**config.mk**
```make
export PLATFORM = sky130hd
export DESIGN_NAME = motor_start_test_sequencer_top
export DESIGN_NICKNAME = d
export VERILOG_FILES = /design/src/rtl/msts_pkg.sv /design/src/rtl/msts_dp.sv /design/src/rtl/msts_ctrl.sv /design/src/rtl/motor_start_test_sequencer_top.sv
export SDC_FILE = /design/constraint.sdc
export NUM_CORES = 1
export LEC_CHECK = 0
export ABC_AREA = 1
export BUFFER_PORTS_ARGS = -buffer_cell sky130_fd_sc_hd__buf_2
export CORE_MARGIN = 4
export CORE_UTILIZATION = 40
export DETAILED_ROUTE_END_ITERATION = 7
export HOLD_SLACK_MARGIN = 0.03
export PLACE_DENSITY = 0.67
export SETUP_SLACK_MARGIN = 0.05
export SLEW_MARGIN = 40
export SYNTH_ARGS = -nofsm -noshare
export SYNTH_HDL_FRONTEND = slang
export SYNTH_HIERARCHICAL = 1
export SYNTH_SLANG_ARGS = --single-unit
```
**constraint.sdc**
```tcl
create_clock -name clk -period 17.4 [get_ports clk]
set_input_delay 1.74 -clock clk [delete_from_list [all_inputs] [get_ports clk]]
set_output_delay 1.74 -clock clk [all_outputs]
set_load 0.01 [all_outputs]
```
**src/rtl/msts_pkg.sv**
```systemverilog
`timescale 1ns / 1ps

package msts_pkg;

	// Test mode codes, also driven out as seq_mode
	typedef enum logic [2:0] {
		MODE_DISABLED = 3'd0,
		MODE_RUNNING  = 3'd1,
		MODE_STOPPING = 3'd2,
		MODE_RECOVER  = 3'd3,
		MODE_COOLING  = 3'd4
	} mode_t;

	// Input op codes
	localparam logic [1:0] OP_TICK  = 2'd0;
	localparam logic [1:0] OP_START = 2'd1;
	localparam logic [1:0] OP_STOP  = 2'd2;

	// Drive event codes
	localparam logic [1:0] EV_NONE        = 2'd0;
	localparam logic [1:0] EV_STOP_FAULT  = 2'd1;
	localparam logic [1:0] EV_FAULT_CLEAR = 2'd2;

	// Configuration register indexes
	localparam logic [2:0] REG_TOTAL_CYCLES  = 3'd0;
	localparam logic [2:0] REG_TEST_SPEED    = 3'd1;
	localparam logic [2:0] REG_SPEED_FLOOR   = 3'd2;
	localparam logic [2:0] REG_SPEED_CEILING = 3'd3;
	localparam logic [2:0] REG_SPEED_SPREAD  = 3'd4;
	localparam logic [2:0] REG_RUN_TICKS     = 3'd5;
	localparam logic [2:0] REG_STOP_TICKS    = 3'd6;
	localparam logic [2:0] REG_TIME_SPREAD   = 3'd7;

	// LCG and stop time constants
	localparam logic [31:0] LCG_MUL = 32'd1664525;
	localparam logic [31:0] LCG_ADD = 32'd1013904223;
	localparam logic signed [17:0] STOP_OFFSET = -18'sd1000;

	// Remainder unit: one quotient bit per cycle over the 16-bit dividend
	localparam int DIV_STEPS = 16;
	localparam int DIV_CNT_W = $clog2(DIV_STEPS);

	// Controller to datapath
	typedef struct packed {
		logic capture;   // latch input item
		logic step_en;   // apply non-random state update
		logic mix;       // advance LCG, load divider
		logic div_step;  // one remainder bit
		logic save;      // use finished draw
		logic sel;       // 0 stop time draw, 1 speed draw
		logic out_load;  // load output register
	} dp_cmd_t;

	// Datapath to controller
	typedef struct packed {
		logic need_cycle;
		logic div_done;
	} dp_stat_t;

endpackage

```
**src/rtl/msts_dp.sv**
```systemverilog
`timescale 1ns / 1ps

module msts_dp (
	input  logic                clk,
	input  logic                arst_n,
	input  msts_pkg::dp_cmd_t   cmd,
	output msts_pkg::dp_stat_t  stat,
	input  logic                cfg_we,
	input  logic [2:0]          cfg_index,
	input  logic [15:0]         cfg_data,
	input  logic [1:0]          op,
	input  logic                test_enable,
	input  logic                stall_fault,
	input  logic                any_fault,
	input  logic                drive_in_fault,
	input  logic [31:0]         entropy,
	output logic signed [15:0]  speed_request,
	output logic                speed_write,
	output logic [1:0]          drive_event,
	output logic [2:0]          seq_mode,
	output logic [15:0]         success_total,
	output logic [15:0]         fail_total,
	output logic                test_done
);

	// Configuration registers
	logic [15:0]        total_cycles_q;
	logic signed [15:0] test_speed_q;
	logic signed [15:0] speed_floor_q;
	logic signed [15:0] speed_ceiling_q;
	logic [13:0]        speed_spread_q;
	logic [15:0]        run_ticks_q;
	logic [14:0]        stop_ticks_q;
	logic [13:0]        time_spread_q;

	// Sequencer state
	msts_pkg::mode_t mode_q;
	logic [15:0]     timer_q;
	logic [15:0]     stop_time_q;
	logic [15:0]     succ_q;
	logic [15:0]     fail_q;
	logic            valid_q;
	logic [31:0]     seed_q;

	// Captured item
	logic [1:0]  op_q;
	logic        en_q;
	logic        stall_q;
	logic        anyf_q;
	logic        drvf_q;
	logic [31:0] ent_q;

	// Per-item result
	logic signed [15:0] res_speed_q;
	logic               res_wr_q;
	logic [1:0]         res_ev_q;
	logic               res_done_q;

	// Remainder unit
	logic [15:0]                    dvd_q;
	logic [14:0]                    rem_q;
	logic [msts_pkg::DIV_CNT_W-1:0] cnt_q;

	// Step logic outputs
	msts_pkg::mode_t n_mode;
	logic [15:0]     n_timer;
	logic [15:0]     n_succ;
	logic [15:0]     n_fail;
	logic            n_valid;
	logic            n_wr;
	logic [1:0]      n_ev;
	logic            n_done;
	logic            n_need;
	logic [15:0]     timer_inc;
	logic [16:0]     count_sum;

	logic [31:0]        seed_n;
	logic [13:0]        half;
	logic [14:0]        span;
	logic [15:0]        trial;
	logic signed [16:0] draw_r;
	logic signed [17:0] st_raw;
	logic [15:0]        st_limit;
	logic [15:0]        st_clamped;
	logic signed [15:0] spd_wrap;
	logic signed [15:0] spd_floor;
	logic signed [15:0] spd_clamped;

	// Configuration writes
	always_ff @(posedge clk or negedge arst_n) begin
		if (!arst_n) begin
			total_cycles_q  <= 16'd0;
			test_speed_q    <= 16'sd0;
			speed_floor_q   <= 16'sd0;
			speed_ceiling_q <= 16'sd32767;
			speed_spread_q  <= 14'd0;
			run_ticks_q     <= 16'd8000;
			stop_ticks_q    <= 15'd6000;
			time_spread_q   <= 14'd5000;
		end else if (cfg_we) begin
			case (cfg_index)
				msts_pkg::REG_TOTAL_CYCLES:  total_cycles_q  <= cfg_data;
				msts_pkg::REG_TEST_SPEED:    test_speed_q    <= cfg_data;
				msts_pkg::REG_SPEED_FLOOR:   speed_floor_q   <= cfg_data;
				msts_pkg::REG_SPEED_CEILING: speed_ceiling_q <= cfg_data;
				msts_pkg::REG_SPEED_SPREAD:  speed_spread_q  <= cfg_data[13:0];
				msts_pkg::REG_RUN_TICKS:     run_ticks_q     <= cfg_data;
				msts_pkg::REG_STOP_TICKS:    stop_ticks_q    <= cfg_data[14:0];
				msts_pkg::REG_TIME_SPREAD:   time_spread_q   <= cfg_data[13:0];
				default: ;
			endcase
		end
	end

	// Input capture
	always_ff @(posedge clk) begin
		if (cmd.capture) begin
			op_q    <= op;
			en_q    <= test_enable;
			stall_q <= stall_fault;
			anyf_q  <= any_fault;
			drvf_q  <= drive_in_fault;
			ent_q   <= entropy;
		end
	end

	// Tick / command decision, no random draw involved
	assign timer_inc = timer_q + 16'd1;
	assign count_sum = {1'b0, succ_q} + {1'b0, fail_q};

	always_comb begin
		n_mode  = mode_q;
		n_timer = timer_q;
		n_succ  = succ_q;
		n_fail  = fail_q;
		n_valid = valid_q;
		n_wr    = 1'b0;
		n_ev    = msts_pkg::EV_NONE;
		n_done  = 1'b0;
		n_need  = 1'b0;
		case (op_q)
			msts_pkg::OP_START: begin
				n_mode  = msts_pkg::MODE_STOPPING;
				n_timer = 16'd0;
				n_succ  = 16'd0;
				n_fail  = 16'd0;
				n_valid = 1'b0;
			end
			msts_pkg::OP_STOP: begin
				n_mode = msts_pkg::MODE_DISABLED;
			end
			msts_pkg::OP_TICK: begin
				if (mode_q != msts_pkg::MODE_DISABLED) begin
					if (!en_q) begin
						n_ev = msts_pkg::EV_STOP_FAULT;
						n_wr = 1'b1;
					end else if (stall_q && valid_q) begin
						n_valid = 1'b0;
						n_fail  = fail_q + 16'd1;
						n_mode  = msts_pkg::MODE_RECOVER;
						n_timer = 16'd0;
						n_ev    = msts_pkg::EV_STOP_FAULT;
						n_wr    = 1'b1;
					end else begin
						case (mode_q)
							msts_pkg::MODE_RUNNING: begin
								n_timer = timer_inc;
								if (timer_inc >= run_ticks_q) begin
									n_mode  = msts_pkg::MODE_STOPPING;
									n_timer = 16'd0;
									n_ev    = msts_pkg::EV_STOP_FAULT;
									n_succ  = succ_q + {15'd0, valid_q};
									n_wr    = 1'b1;
								end
							end
							msts_pkg::MODE_STOPPING: begin
								n_timer = timer_inc;
								if (timer_inc >= stop_time_q) begin
									if (total_cycles_q != 16'd0 &&
									    count_sum >= {1'b0, total_cycles_q}) begin
										n_mode = msts_pkg::MODE_DISABLED;
										n_done = 1'b1;
									end else begin
										n_need = 1'b1;
									end
								end
							end
							msts_pkg::MODE_RECOVER: begin
								if (!anyf_q) begin
									n_mode  = msts_pkg::MODE_COOLING;
									n_timer = 16'd0;
								end
							end
							msts_pkg::MODE_COOLING: begin
								n_timer = timer_inc;
								if (timer_inc >= {2'b0, stop_ticks_q[14:1]})
									n_need = 1'b1;
							end
							default: ;
						endcase
					end
				end
			end
			default: ;
		endcase
	end

	assign stat.need_cycle = n_need;
	assign stat.div_done   = (cnt_q == msts_pkg::DIV_CNT_W'(msts_pkg::DIV_STEPS - 1));

	// LCG advance with entropy mixed in
	assign seed_n = (seed_q ^ ent_q) * msts_pkg::LCG_MUL + msts_pkg::LCG_ADD;

	// Remainder by 2*half+1, one bit per cycle
	assign half  = cmd.sel ? speed_spread_q : time_spread_q;
	assign span  = {half, 1'b1};
	assign trial = {rem_q, dvd_q[15]};

	// Finished draw and clamps
	assign draw_r     = $signed({2'b00, rem_q}) - $signed({3'b000, half});
	assign st_raw     = $signed({draw_r[16], draw_r}) + msts_pkg::STOP_OFFSET;
	assign st_limit   = {stop_ticks_q, 1'b0};
	assign st_clamped = st_raw[17] ? 16'd0 :
	                    (st_raw > $signed({2'b00, st_limit})) ? st_limit : st_raw[15:0];
	assign spd_wrap    = test_speed_q + draw_r[15:0];
	assign spd_floor   = (spd_wrap < speed_floor_q) ? speed_floor_q : spd_wrap;
	assign spd_clamped = (spd_floor > speed_ceiling_q) ? speed_ceiling_q : spd_floor;

	// Sequencer state registers
	always_ff @(posedge clk or negedge arst_n) begin
		if (!arst_n) begin
			mode_q      <= msts_pkg::MODE_DISABLED;
			timer_q     <= 16'd0;
			stop_time_q <= 16'd0;
			succ_q      <= 16'd0;
			fail_q      <= 16'd0;
			valid_q     <= 1'b0;
			seed_q      <= 32'd0;
		end else begin
			if (cmd.step_en) begin
				mode_q  <= n_mode;
				timer_q <= n_timer;
				succ_q  <= n_succ;
				fail_q  <= n_fail;
				valid_q <= n_valid;
			end
			if (cmd.mix)
				seed_q <= seed_n;
			if (cmd.save && !cmd.sel)
				stop_time_q <= st_clamped;
			// second draw done: enter a new cycle
			if (cmd.save && cmd.sel) begin
				mode_q  <= msts_pkg::MODE_RUNNING;
				timer_q <= 16'd0;
				valid_q <= 1'b1;
			end
		end
	end

	// Divider registers
	always_ff @(posedge clk) begin
		if (cmd.mix) begin
			dvd_q <= seed_n[31:16];
			rem_q <= 15'd0;
			cnt_q <= '0;
		end else if (cmd.div_step) begin
			dvd_q <= {dvd_q[14:0], 1'b0};
			rem_q <= (trial >= {1'b0, span}) ? 15'(trial - {1'b0, span}) : trial[14:0];
			cnt_q <= cnt_q + 1'b1;
		end
	end

	// Per-item result fields
	always_ff @(posedge clk) begin
		if (cmd.step_en) begin
			res_speed_q <= 16'sd0;
			res_wr_q    <= n_wr;
			res_ev_q    <= n_ev;
			res_done_q  <= n_done;
		end else if (cmd.save && cmd.sel) begin
			res_speed_q <= spd_clamped;
			res_wr_q    <= 1'b1;
			res_ev_q    <= drvf_q ? msts_pkg::EV_FAULT_CLEAR : msts_pkg::EV_NONE;
		end
	end

	// Output register
	always_ff @(posedge clk) begin
		if (cmd.out_load) begin
			speed_request <= res_speed_q;
			speed_write   <= res_wr_q;
			drive_event   <= res_ev_q;
			seq_mode      <= mode_q;
			success_total <= succ_q;
			fail_total    <= fail_q;
			test_done     <= res_done_q;
		end
	end

	// New cycle always lands in running mode inside the stop time window
	a_cycle_apply: assert property (@(posedge clk) disable iff (!arst_n)
		cmd.save && cmd.sel |=> mode_q == msts_pkg::MODE_RUNNING &&
		stop_time_q <= {stop_ticks_q, 1'b0})
		else $error("new cycle state wrong");

	// Partial remainder stays below the divisor
	a_rem_range: assert property (@(posedge clk) disable iff (!arst_n)
		cmd.div_step |=> rem_q < $past(span))
		else $error("remainder out of range");

endmodule

```
**src/rtl/msts_ctrl.sv**
```systemverilog
`timescale 1ns / 1ps

module msts_ctrl (
	input  logic               clk,
	input  logic               arst_n,
	input  logic               in_valid,
	output logic               in_ready,
	output logic               out_valid,
	input  logic               out_ready,
	output msts_pkg::dp_cmd_t  cmd,
	input  msts_pkg::dp_stat_t stat
);

	typedef enum logic [5:0] {
		ST_IDLE = 6'b000001,
		ST_EVAL = 6'b000010,
		ST_MIX  = 6'b000100,
		ST_DIV  = 6'b001000,
		ST_SAVE = 6'b010000,
		ST_OUT  = 6'b100000
	} state_t;

	state_t state_q;
	state_t state_n;
	logic   sel_q;
	logic   sel_n;
	logic   out_valid_q;
	logic   out_free;

	assign in_ready  = (state_q == ST_IDLE);
	assign out_valid = out_valid_q;
	assign out_free  = !out_valid_q || out_ready;

	// Next state and commands
	always_comb begin
		state_n = state_q;
		sel_n   = sel_q;
		cmd     = '0;
		cmd.sel = sel_q;
		case (state_q)
			ST_IDLE: begin
				cmd.capture = in_valid;
				if (in_valid)
					state_n = ST_EVAL;
			end
			ST_EVAL: begin
				cmd.step_en = 1'b1;
				sel_n       = 1'b0;
				state_n     = stat.need_cycle ? ST_MIX : ST_OUT;
			end
			ST_MIX: begin
				cmd.mix = 1'b1;
				state_n = ST_DIV;
			end
			ST_DIV: begin
				cmd.div_step = 1'b1;
				if (stat.div_done)
					state_n = ST_SAVE;
			end
			ST_SAVE: begin
				cmd.save = 1'b1;
				if (sel_q) begin
					state_n = ST_OUT;
				end else begin
					sel_n   = 1'b1;
					state_n = ST_MIX;
				end
			end
			ST_OUT: begin
				if (out_free) begin
					cmd.out_load = 1'b1;
					state_n      = ST_IDLE;
				end
			end
			default: state_n = ST_IDLE;
		endcase
	end

	always_ff @(posedge clk or negedge arst_n) begin
		if (!arst_n) begin
			state_q     <= ST_IDLE;
			sel_q       <= 1'b0;
			out_valid_q <= 1'b0;
		end else begin
			state_q <= state_n;
			sel_q   <= sel_n;
			if (cmd.out_load)
				out_valid_q <= 1'b1;
			else if (out_ready)
				out_valid_q <= 1'b0;
		end
	end

	// An accepted item is always evaluated next
	a_accept_eval: assert property (@(posedge clk) disable iff (!arst_n)
		in_valid && in_ready |=> state_q == ST_EVAL)
		else $error("accepted item not evaluated");

	// A draw is used only after a full remainder run
	a_save_after_div: assert property (@(posedge clk) disable iff (!arst_n)
		state_q == ST_SAVE |-> $past(state_q) == ST_DIV && $past(stat.div_done))
		else $error("draw saved early");

	// The output register never overwrites a waiting result
	a_no_overwrite: assert property (@(posedge clk) disable iff (!arst_n)
		cmd.out_load |-> !out_valid_q || out_ready)
		else $error("result overwritten");

endmodule

```
**src/rtl/motor_start_test_sequencer_top.sv**
```systemverilog
`timescale 1ns / 1ps

// Motor start test sequencer.
// Input channel (in_valid/in_ready): one item per 10 ms tick or per start/stop
// command, with fault flags and an entropy word. Every item gives exactly one
// result on the output channel (out_valid/out_ready).
// Configuration channel (cfg_valid/cfg_ready, cfg_index, cfg_data) writes the
// eight setup registers; cfg_ready is always high. Write only while idle.
// A command or an ordinary tick is evaluated and its result loaded into the
// output register. A tick that opens a new test cycle first makes two LCG
// draws, each a multiply step and then a run of the bit-serial remainder
// unit. The next item is accepted in the cycle after the result is loaded
// into the output register, so the block takes no new item before the last
// one's result is loaded.
// A stalled receiver holds the result in the output register; the block
// still takes and works the next item and waits only to hand its result over.
// Reset clears the mode, timer, counts, seed and loads the default setup.

module motor_start_test_sequencer_top (
	input  logic               clk,
	input  logic               arst_n,
	input  logic               in_valid,
	output logic               in_ready,
	input  logic [1:0]         op,
	input  logic               test_enable,
	input  logic               stall_fault,
	input  logic               any_fault,
	input  logic               drive_in_fault,
	input  logic [31:0]        entropy,
	output logic               out_valid,
	input  logic               out_ready,
	output logic signed [15:0] speed_request,
	output logic               speed_write,
	output logic [1:0]         drive_event,
	output logic [2:0]         seq_mode,
	output logic [15:0]        success_total,
	output logic [15:0]        fail_total,
	output logic               test_done,
	input  logic               cfg_valid,
	output logic               cfg_ready,
	input  logic [2:0]         cfg_index,
	input  logic [15:0]        cfg_data
);

	msts_pkg::dp_cmd_t  cmd;
	msts_pkg::dp_stat_t stat;

	assign cfg_ready = 1'b1;

	msts_ctrl u_ctrl (
		.clk       (clk),
		.arst_n    (arst_n),
		.in_valid  (in_valid),
		.in_ready  (in_ready),
		.out_valid (out_valid),
		.out_ready (out_ready),
		.cmd       (cmd),
		.stat      (stat)
	);

	msts_dp u_dp (
		.clk            (clk),
		.arst_n         (arst_n),
		.cmd            (cmd),
		.stat           (stat),
		.cfg_we         (cfg_valid),
		.cfg_index      (cfg_index),
		.cfg_data       (cfg_data),
		.op             (op),
		.test_enable    (test_enable),
		.stall_fault    (stall_fault),
		.any_fault      (any_fault),
		.drive_in_fault (drive_in_fault),
		.entropy        (entropy),
		.speed_request  (speed_request),
		.speed_write    (speed_write),
		.drive_event    (drive_event),
		.seq_mode       (seq_mode),
		.success_total  (success_total),
		.fail_total     (fail_total),
		.test_done      (test_done)
	);

endmodule

```
==> flow_summary.json, run 1 <==
{
  "dieArea_um2": 76300,
  "die_w_um": 276,
  "setup_viol": 0,
  "post_cts_buffers": 0,
  "first_pass_iters": 5,
  "r2r_slack_ps": 9000,
  "grt_antenna_before_repair": 5,
  "viasPerCell": 5.04,
  "synth-edff-count": 113,
  "drc": 0,
  "synthCells": 3445,
  "layout_commonest_cell": "nand2_1",
  "status": "complete, no violations",
  "fin_worst_skew_ps": 53.4,
  "crit_arrival_ps": 8890,
  "wl_mm": 76.2,
  "grt_max_degree": 95,
  "yosysWarnings": 6,
  "cap_violations": 0,
  "syn_area_per_cell_um2": 8.35,
  "worstSkewPairLatency_ps": 630,
  "postCtsResizedCells": 0,
  "cp_slowest_cell": "nand2_1",
  "synth_top_flop_cell": "dfrtp_1",
  "place_hpwl_mm": 60.0,
  "synth.net_count": 3971,
  "insertedDiodeCount": 0,
  "drt_iter0_drc": 1558,
  "crit_fanout": 32,
  "grt.total_usage_pct": 20.0,
  "place.port_buffers": 118,
  "postRouteAntennaNets": 0,
  "synth_cell_type_count": 61,
  "die_h_um": 276,
  "grt_pass1_vias": 22500,
  "min_to": "u_dp/speed_request[12]",
  "ys_async_sr_fraction_pct": 60.9,
  "cts_htree_levels": 2,
  "fin_crit_sh_pct": 48.3,
  "rows": 98,
  "ctsRootBufferMaster": "clkbuf_16",
  "crit_type": "reg -> reg",
  "fmax_mhz": 119,
  "clock_sinks": 379,
  "tightest_slew_ps": 813,
  "final_cell_mix": "nand2_1 (793), inv_1 (607), ha_1 (321)",
  "overflow": 0,
  "syn_area_um2": 28800,
  "avgRoutedWirePerCell_um": 16.8,
  "ys_seq_area_share_pct": 34.5,
  "worstSetupStartpointType": "flop",
  "num_vias": 22900,
  "cts_made_buffers": 45,
  "nets": 4081,
  "ioPinCount": 120,
  "min_path_type": "reg -> reg",
  "yosys.area.top_type": "dfrtp_1",
  "drv_slew": 0,
  "area.growth.synth_to_final_pct": 11.1,
  "reg2reg_to": "u_dp/res_speed_q[7]",
  "clkTransAtPathRegs_ps": 60,
  "period_minus_slack_ps": 8400,
  "routabilityCongestion": 0.925,
  "clock_path_buffers": 3,
  "grt_pass1_wl_mm": 123,
  "synthTopCellsByArea": "dfrtp_1 (17%), ha_1 (14%), edfxtp_1 (12%)",
  "synth_top_area_share_pct": 17.1,
  "slew_headroom_pct": 45.6,
  "reg2reg_depth": 45,
  "cts_tree": "done",
  "end_kind": "flop",
  "hold_depth": 0,
  "ys_seq_elements": 379,
  "timing.rr.start": "u_ctrl/sel_q",
  "setup_tns_ps": 0,
  "cts_hold_buf": 0,
  "drive_gt1_share_pct": 9.02,
  "hold_start": "u_dp/res_speed_q[12]",
  "start_util_pct": 40.3,
  "rsz0062_at_grt": "no",
  "slowest_delay_ps": 620,
  "core_um2": 71400,
  "cp_common_cell": "nand2_1",
  "worst-endpoint-required_ps": 17890,
  "finalHoldViolCount": 0
}
-- worst max-delay path by stage --
stage / from / to
after detailed placement: u_ctrl/sel_q / u_dp/res_speed_q[2]
final: u_ctrl/sel_q / u_dp/res_speed_q[7]
after global routing: u_ctrl/sel_q / u_dp/res_speed_q[15]
after global placement: u_ctrl/sel_q / u_dp/res_speed_q[10]
after floorplan: u_ctrl/sel_q / u_dp/res_speed_q[11]
after CTS: u_ctrl/sel_q / u_dp/res_speed_q[7]
-- area by class of cell --
class,instances,area [um^2]
fill,7099,39400
timing repair buffer,130,718
clock buffer,60,1250
inverter,623,2340
sequential,379,9920
clock inverter,24,294
multi-input combinational,2376,16300
tap,950,1190
-- synth_stat cells, types with 3 or more instances --
master and count:
dfstp_2 34, a221oi_1 3, buf_6 3, ha_1 321, o21ai_0 274, nand3b_1 8
o31ai_1 4, a21o_1 16, nor3_1 44, nand2_1 799, or2_2 8, nor2_4 7
nand3_1 168, fa_1 143, mux2_2 3, nor2_1 139, dfxtp_1 35, xnor2_1 54
buf_2 5, buf_4 7, dfrtp_1 197, nand4_1 50, a211oi_1 5, nand3_4 3
o211ai_1 6, o21bai_1 7, clkbuf_1 50, o21a_1 7, edfxtp_1 113, nand2_2 13
xor2_1 59, inv_2 13, a21oi_1 158, o22ai_1 18, a31oi_1 6, nor4_1 10
inv_1 608, nor2_2 14, and2_1 3
-- registers in the layout (all words and copies together), names as in the netlist, 14 cells and up --
signal	count
u_dp/stop_ticks_q	15
u_dp/speed_spread_q	14
u_dp/speed_floor_q	16
u_dp/rem_q	15
u_dp/time_spread_q	14
u_dp/dvd_q	16
u_dp/fail_total	16
u_dp/ent_q	32
u_dp/fail_q	16
u_dp/run_ticks_q	16
u_dp/speed_ceiling_q	16
u_dp/stop_time_q	16
u_dp/speed_request	16
u_dp/res_speed_q	16
u_dp/success_total	16
u_dp/succ_q	16
u_dp/total_cycles_q	16
u_dp/test_speed_q	16
u_dp/timer_q	16
u_dp/seed_q	32
-- kinds of logic after synthesis --
logic type	share of synthesized area [%]
simple gates	19.1
buf+inv	9.19
compound gates	9.78
fa+ha+maj	23.9
flops	34.5
xor+xnor	3.44
mux	0.117
other cells	0.0130
-- through the flow --
stage	cells	hold slack, ps	cell area (um^2)	setup WS [ps]	utilization [%]
floorplan	3445	400	28800	11160	-
global placement	4457	401	30400	8850	42.5
detailed placement	4457	406	30400	9110	42.6
CTS	4541	420	31900	9060	44.7
global route	4542	427	32000	8040	44.8
finish	4542	414	32000	9000	44.8
-- worst max-delay path: cells and delay by family, from the launching register on --
| kind | cells | cell delay (ps) |
|---|---|---|
| and+or+nand+nor | 25 | 4130 |
| adders and majority gates | 5 | 1460 |
| buffers and inverters | 8 | 1050 |
| AOI/OAI and AO/OA | 7 | 1260 |
| DFF | 1 | 410 |
-- routing by layer --
metal,up-vias,track usage (%),part of all wire [%]
met4,2,4.74,2.2
met3,99,2.85,5.3
met5,-,0,0.0092
li1,11400,-,-
met1,10900,29.0,48
met2,556,31.7,44
Power of run 1 is left out: the tool's default activity adds up to more than one toggle a clock period on the data nets, which glitch-free logic cannot reach.
==> run 2: changes to the inputs <==
--- a/config.mk
+++ b/config.mk
@@ -11,7 +11,7 @@
 export CORE_UTILIZATION = 40
 export DETAILED_ROUTE_END_ITERATION = 7
 export HOLD_SLACK_MARGIN = 0.03
-export PLACE_DENSITY = 0.67
+export PLACE_DENSITY = 0.69
 export SETUP_SLACK_MARGIN = 0.05
 export SLEW_MARGIN = 40
 export SYNTH_ARGS = -nofsm -noshare
==> constraint.sdc (replaced) <==
create_clock -name clk -period 6.97 [get_ports clk]
set_input_delay 0.697 -clock clk [delete_from_list [all_inputs] [get_ports clk]]
set_output_delay 0.697 -clock clk [all_outputs]
set_load 0.01 [all_outputs]
==> run 2 against run 1 <==
Compared with the run above: first-iteration DRC count increased by 18%; die area did not move; setup slack lost 8600 ps; wire length rose by 0.70%; register-to-register slack worse by 8600 ps; count of clock-buffer cells in the layout shrank 6; non-clock buffer count up 19; global-route usage barely moved; hold slack got worse by 140 ps; sequential share of layout area fell by 0.35 points.
==> flow_summary.json, run 2 (synthesized netlist as in run 1, its figures left out) <==
{
  "slew_headroom_pct": 50.4,
  "setup_viol": 0,
  "ioPinCount": 120,
  "layout_commonest_cell": "nand2_1",
  "dpl-instance-area_um2": 30500,
  "hold_start": "drive_in_fault",
  "startpoint": "u_dp/ent_q[6]",
  "grt_pass1_vias": 22500,
  "wl_met1_mm": 35.8,
  "min_path_type": "in -> reg",
  "ctsRootBufferMaster": "clkbuf_16",
  "dieArea_um2": 76300,
  "rows": 98,
  "end_kind": "flop",
  "fmax_mhz": 153,
  "die_w_um": 276,
  "largest_registers": "u_dp/ent_q: 32 flops, u_dp/seed_q: 32 flops",
  "drt_iter0_drc": 1834,
  "routabilityCongestion": 0.958,
  "drive_gt1_share_pct": 10.4,
  "final_cell_mix": "nand2_1 (789), inv_1 (605), ha_1 (311)",
  "grt_max_degree": 97,
  "cts_made_buffers": 43,
  "dr_wl_met2_mm": 33.9,
  "fin_worst_skew_ps": 40.6,
  "place_hpwl_mm": 60.2,
  "cts_tree": "done",
  "drv_slew": 0,
  "worstSkewPairLatency_ps": 610,
  "setup_tns_ps": 0,
  "area.growth.synth_to_final_pct": 12.4,
  "worst-endpoint-required_ps": 7290,
  "clkTransAtPathRegs_ps": 60,
  "period_minus_slack_ps": 6560,
  "wl_met3_mm": 4.59,
  "avgRoutedWirePerCell_um": 16.8,
  "wl_mm": 76.7,
  "cap_violations": 0,
  "crit_type": "reg -> reg",
  "nets": 4098,
  "cts_htree_levels": 2,
  "status": "complete, no violations",
  "num_vias": 23100,
  "first_pass_iters": 6,
  "core_um2": 71400,
  "clock_path_buffers": 3,
  "postRouteAntennaNets": 0,
  "clock_sinks": 379,
  "fin_crit_sh_pct": 94.1,
  "drc": 0,
  "crit_arrival_ps": 6880,
  "viasPerCell": 5.07,
  "place.port_buffers": 118,
  "timing.rr.start": "u_dp/ent_q[6]",
  "start_util_pct": 40.3,
  "die_h_um": 276,
  "grt.total_usage_pct": 20.0,
  "overflow": 0,
  "finalHoldViolCount": 0,
  "crit_fanout": 6,
  "tightest_slew_ps": 736,
  "worstSetupStartpointType": "flop",
  "grt_pass1_wl_mm": 123,
  "top_layer": "met5",
  "grt_antenna_before_repair": 8,
  "design_area_um2": 32300
}
run 2: what timing repair did:
| item | 4_1_cts | 5_1_grt |
|---|---|---|
| setup endpoints to repair | 0 | 29 |
| gates resized for setup | 0 | 46 |
| buffers inserted | 0 | 6 |
| hold buffers | 0 | 1 |
| hold endpoints to repair | 0 | 28 |
run 2: cell type report:
type                            instances  area, um^2
Fill cell                            6974       39000
Multi-Input combinational cell       2376       16400
Sequential cell                       379        9920
Inverter                              623        2340
Clock buffer                           54        1200
Tap cell                              950        1190
Timing Repair Buffer                  149         886
Clock inverter                         26         390
Antenna cell                            1        2.50
run 2: final timing paths:
kind | cells past startpoint | end | slack (ps)
worst max-delay path | 20 | u_dp/dvd_q[8] | 410
worst min-delay path | 1 | u_dp/drvf_q | 270
worst max register to register | 20 | u_dp/dvd_q[8] | 410
worst min register to register | 0 | u_dp/drive_event[0] | 420
max in group asynchronous | 4 | u_dp/seed_q[23] | 5050
min in group asynchronous | 2 | u_dp/succ_q[10] | 540
run 2: worst max-delay path, cell delays in order (launching register included):
cell      delay (ps)
edfxtp_1         420
xnor2_2          340
inv_1            190
ha_1             410
ha_1             300
inv_1             70
fa_1             540
inv_1             60
fa_1             590
fa_1             540
fa_1             530
fa_1             500
ha_1             410
nand4_1          160
nor3_2           310
nand4_1          220
nand3_1          200
a21o_1           170
a21oi_1           60
o21ai_1          200
nand2_1          100
run 2: stage by stage:
step	hold WS (ps)	std cells	worst slack, ps	utilization, %
after floorplan	400	3445	731	-
after global placement	404	4469	119	42.7
after detailed placement	405	4469	102	42.7
after CTS	147	4549	104	44.9
after global routing	250	4558	-45.7	45.3
final	270	4558	414	45.3
run 2: metal layers:
| metal | GRT usage, % | vias up |
|---|---|---|
| met4 | 5.82 | 2 |
| met5 | 0 | - |
| li1 | - | 11400 |
| met3 | 3.20 | 122 |
| met2 | 31.3 | 619 |
| met1 | 28.6 | 11000 |
Power of run 2 is left out for the same reason.
==> run 3: changes to the inputs <==
--- a/config.mk
+++ b/config.mk
@@ -7,6 +7,7 @@
 export LEC_CHECK = 0
 export ABC_AREA = 1
 export BUFFER_PORTS_ARGS = -buffer_cell sky130_fd_sc_hd__buf_2
+export CORE_ASPECT_RATIO = 0.7
 export CORE_MARGIN = 4
 export CORE_UTILIZATION = 40
 export DETAILED_ROUTE_END_ITERATION = 7
==> run 3 against run 2 <==
Compared with the run above: clock skew is 3.5 ps lower; setup slack worse by 96 ps; wire length is 3.3% higher; count of clock-buffer cells in the layout stayed put; via count is 0.20% higher; register-to-register slack worse by 96 ps; die area hardly changed; critical path depth is 2 higher; first-iteration DRC count is 29% higher; largest cell class unchanged.
==> flow_summary.json, run 3 (synthesized netlist as in run 1, its figures left out) <==
{
  "layout_commonest_cell": "nand2_1",
  "finalHoldViolCount": 0,
  "fmax_mhz": 150,
  "crit_fanout": 6,
  "crit_arrival_ps": 6970,
  "utilization_pct": 45.9,
  "first_pass_iters": 6,
  "viasPerCell": 5.07,
  "design_area_um2": 32300,
  "setup_viol": 0,
  "cp_slowest_cell": "fa_1",
  "start_util_pct": 40.8,
  "final_cell_mix": "nand2_1 (783), inv_1 (605), ha_1 (310)",
  "worstSkewPairLatency_ps": 600,
  "slew_headroom_pct": 41.1,
  "grt_pass1_vias": 21600,
  "path_cells": "xnor2_2 > inv_1 > ha_1 > ha_1 > inv_1 > fa_1 > inv_1 > fa_1 > fa_1 > fa_1 > fa_1 > ha_1 > nand4_1 > nor3_4 > nand4_1 > nand3_1 > a21o_1 > nand2_1 > nand2_1 > nand2_1 > nand3_1 > nand2_1",
  "grt.total_usage_pct": 20.5,
  "worstSetupStartpointType": "flop",
  "grt_max_degree": 141,
  "area.growth.synth_to_final_pct": 12.4,
  "core_um2": 70500,
  "tightest_slew_ps": 874,
  "num_vias": 23200,
  "avgRoutedWirePerCell_um": 17.3,
  "ctsRootBufferMaster": "clkbuf_16",
  "clkTransAtPathRegs_ps": 60,
  "drt_iter0_drc": 2373,
  "cts_tree": "done",
  "postRouteAntennaNets": 0,
  "ioPinCount": 120,
  "min_path_type": "in -> reg",
  "worst-endpoint-required_ps": 7290,
  "crit_type": "reg -> reg",
  "dieArea_um2": 76300,
  "largest_registers": "u_dp/ent_q: 32 flops, u_dp/seed_q: 32 flops",
  "grt_pass1_wl_mm": 123,
  "period_minus_slack_ps": 6650,
  "overflow": 0,
  "path_buf_inv": 3,
  "fin_crit_sh_pct": 95.4,
  "cp_top_family": "adder cells",
  "dpl-instance-area_um2": 30500,
  "cts_made_buffers": 42,
  "setup_tns_ps": 0,
  "drv_slew": 0,
  "pre_cts_ws_ps": -173,
  "wl_mm": 79.3,
  "drive_gt1_share_pct": 10.8,
  "cap_violations": 0,
  "cp_common_cell": "fa_1",
  "clock_sinks": 379,
  "fin_worst_skew_ps": 37.1,
  "die_h_um": 232,
  "grt_antenna_before_repair": 7,
  "nets": 4103,
  "status": "complete, no violations",
  "clock_path_buffers": 3,
  "place.port_buffers": 118,
  "cts_htree_levels": 2,
  "drc": 0,
  "slowest_delay_ps": 550,
  "end_kind": "flop",
  "place_hpwl_mm": 62.6,
  "rows": 81,
  "die_w_um": 329,
  "routabilityCongestion": 0.959,
  "finalWorstSetupSlack_ps": 318
}
-- run 3: layout make-up --
cell class | instances | area, um^2
Fill cell | 6927 | 38200
Multi-Input combinational cell | 2376 | 16500
Sequential cell | 379 | 9920
Inverter | 623 | 2340
Tap cell | 954 | 1190
Clock buffer | 54 | 1170
Timing Repair Buffer | 155 | 995
Clock inverter | 24 | 264
Antenna cell | 5 | 12.5
-- run 3: stage by stage --
stage | hold slack (ps) | instances
4_1_cts | 142 | 4553
6_report | 289 | 4570
3_3_place_gp | 406 | 4475
2_1_floorplan | 400 | 3445
3_5_place_dp | 406 | 4475
5_1_grt | 266 | 4569
-- run 3: routing by layer --
metal / global-route usage (%) / vias to the layer above / share of wire, %
met5: 0 / - / 0
met4: 4.35 / 0 / 1.7
met3: 5.87 / 70 / 10
met2: 26.5 / 825 / 38
met1: 32.9 / 10900 / 51
li1: - / 11400 / -
-- run 3: worst paths after layout --
path | from | to | slack, ps | depth (start not counted)
max | u_dp/ent_q[6] | u_dp/dvd_q[10] | 320 | 22
min | any_fault | u_dp/anyf_q | 290 | 1
max reg2reg | u_dp/ent_q[6] | u_dp/dvd_q[10] | 320 | 22
min reg2reg | u_dp/res_wr_q | u_dp/speed_write | 420 | 0
max in group asynchronous | arst_n | u_dp/seed_q[2] | 4900 | 5
min in group asynchronous | arst_n | u_dp/succ_q[14] | 610 | 2
-- run 3: timing repair --
action / in CTS / in global routing
resized for setup: 1 / 59
hold endpoints to repair: 0 / 11
endpoints found under the setup margin: 4 / 23
hold buffers: 0 / 1
setup buffers: 0 / 7
pin swaps: 0 / 7
cloned: 0 / 1
Power of run 3 is left out for the same reason.
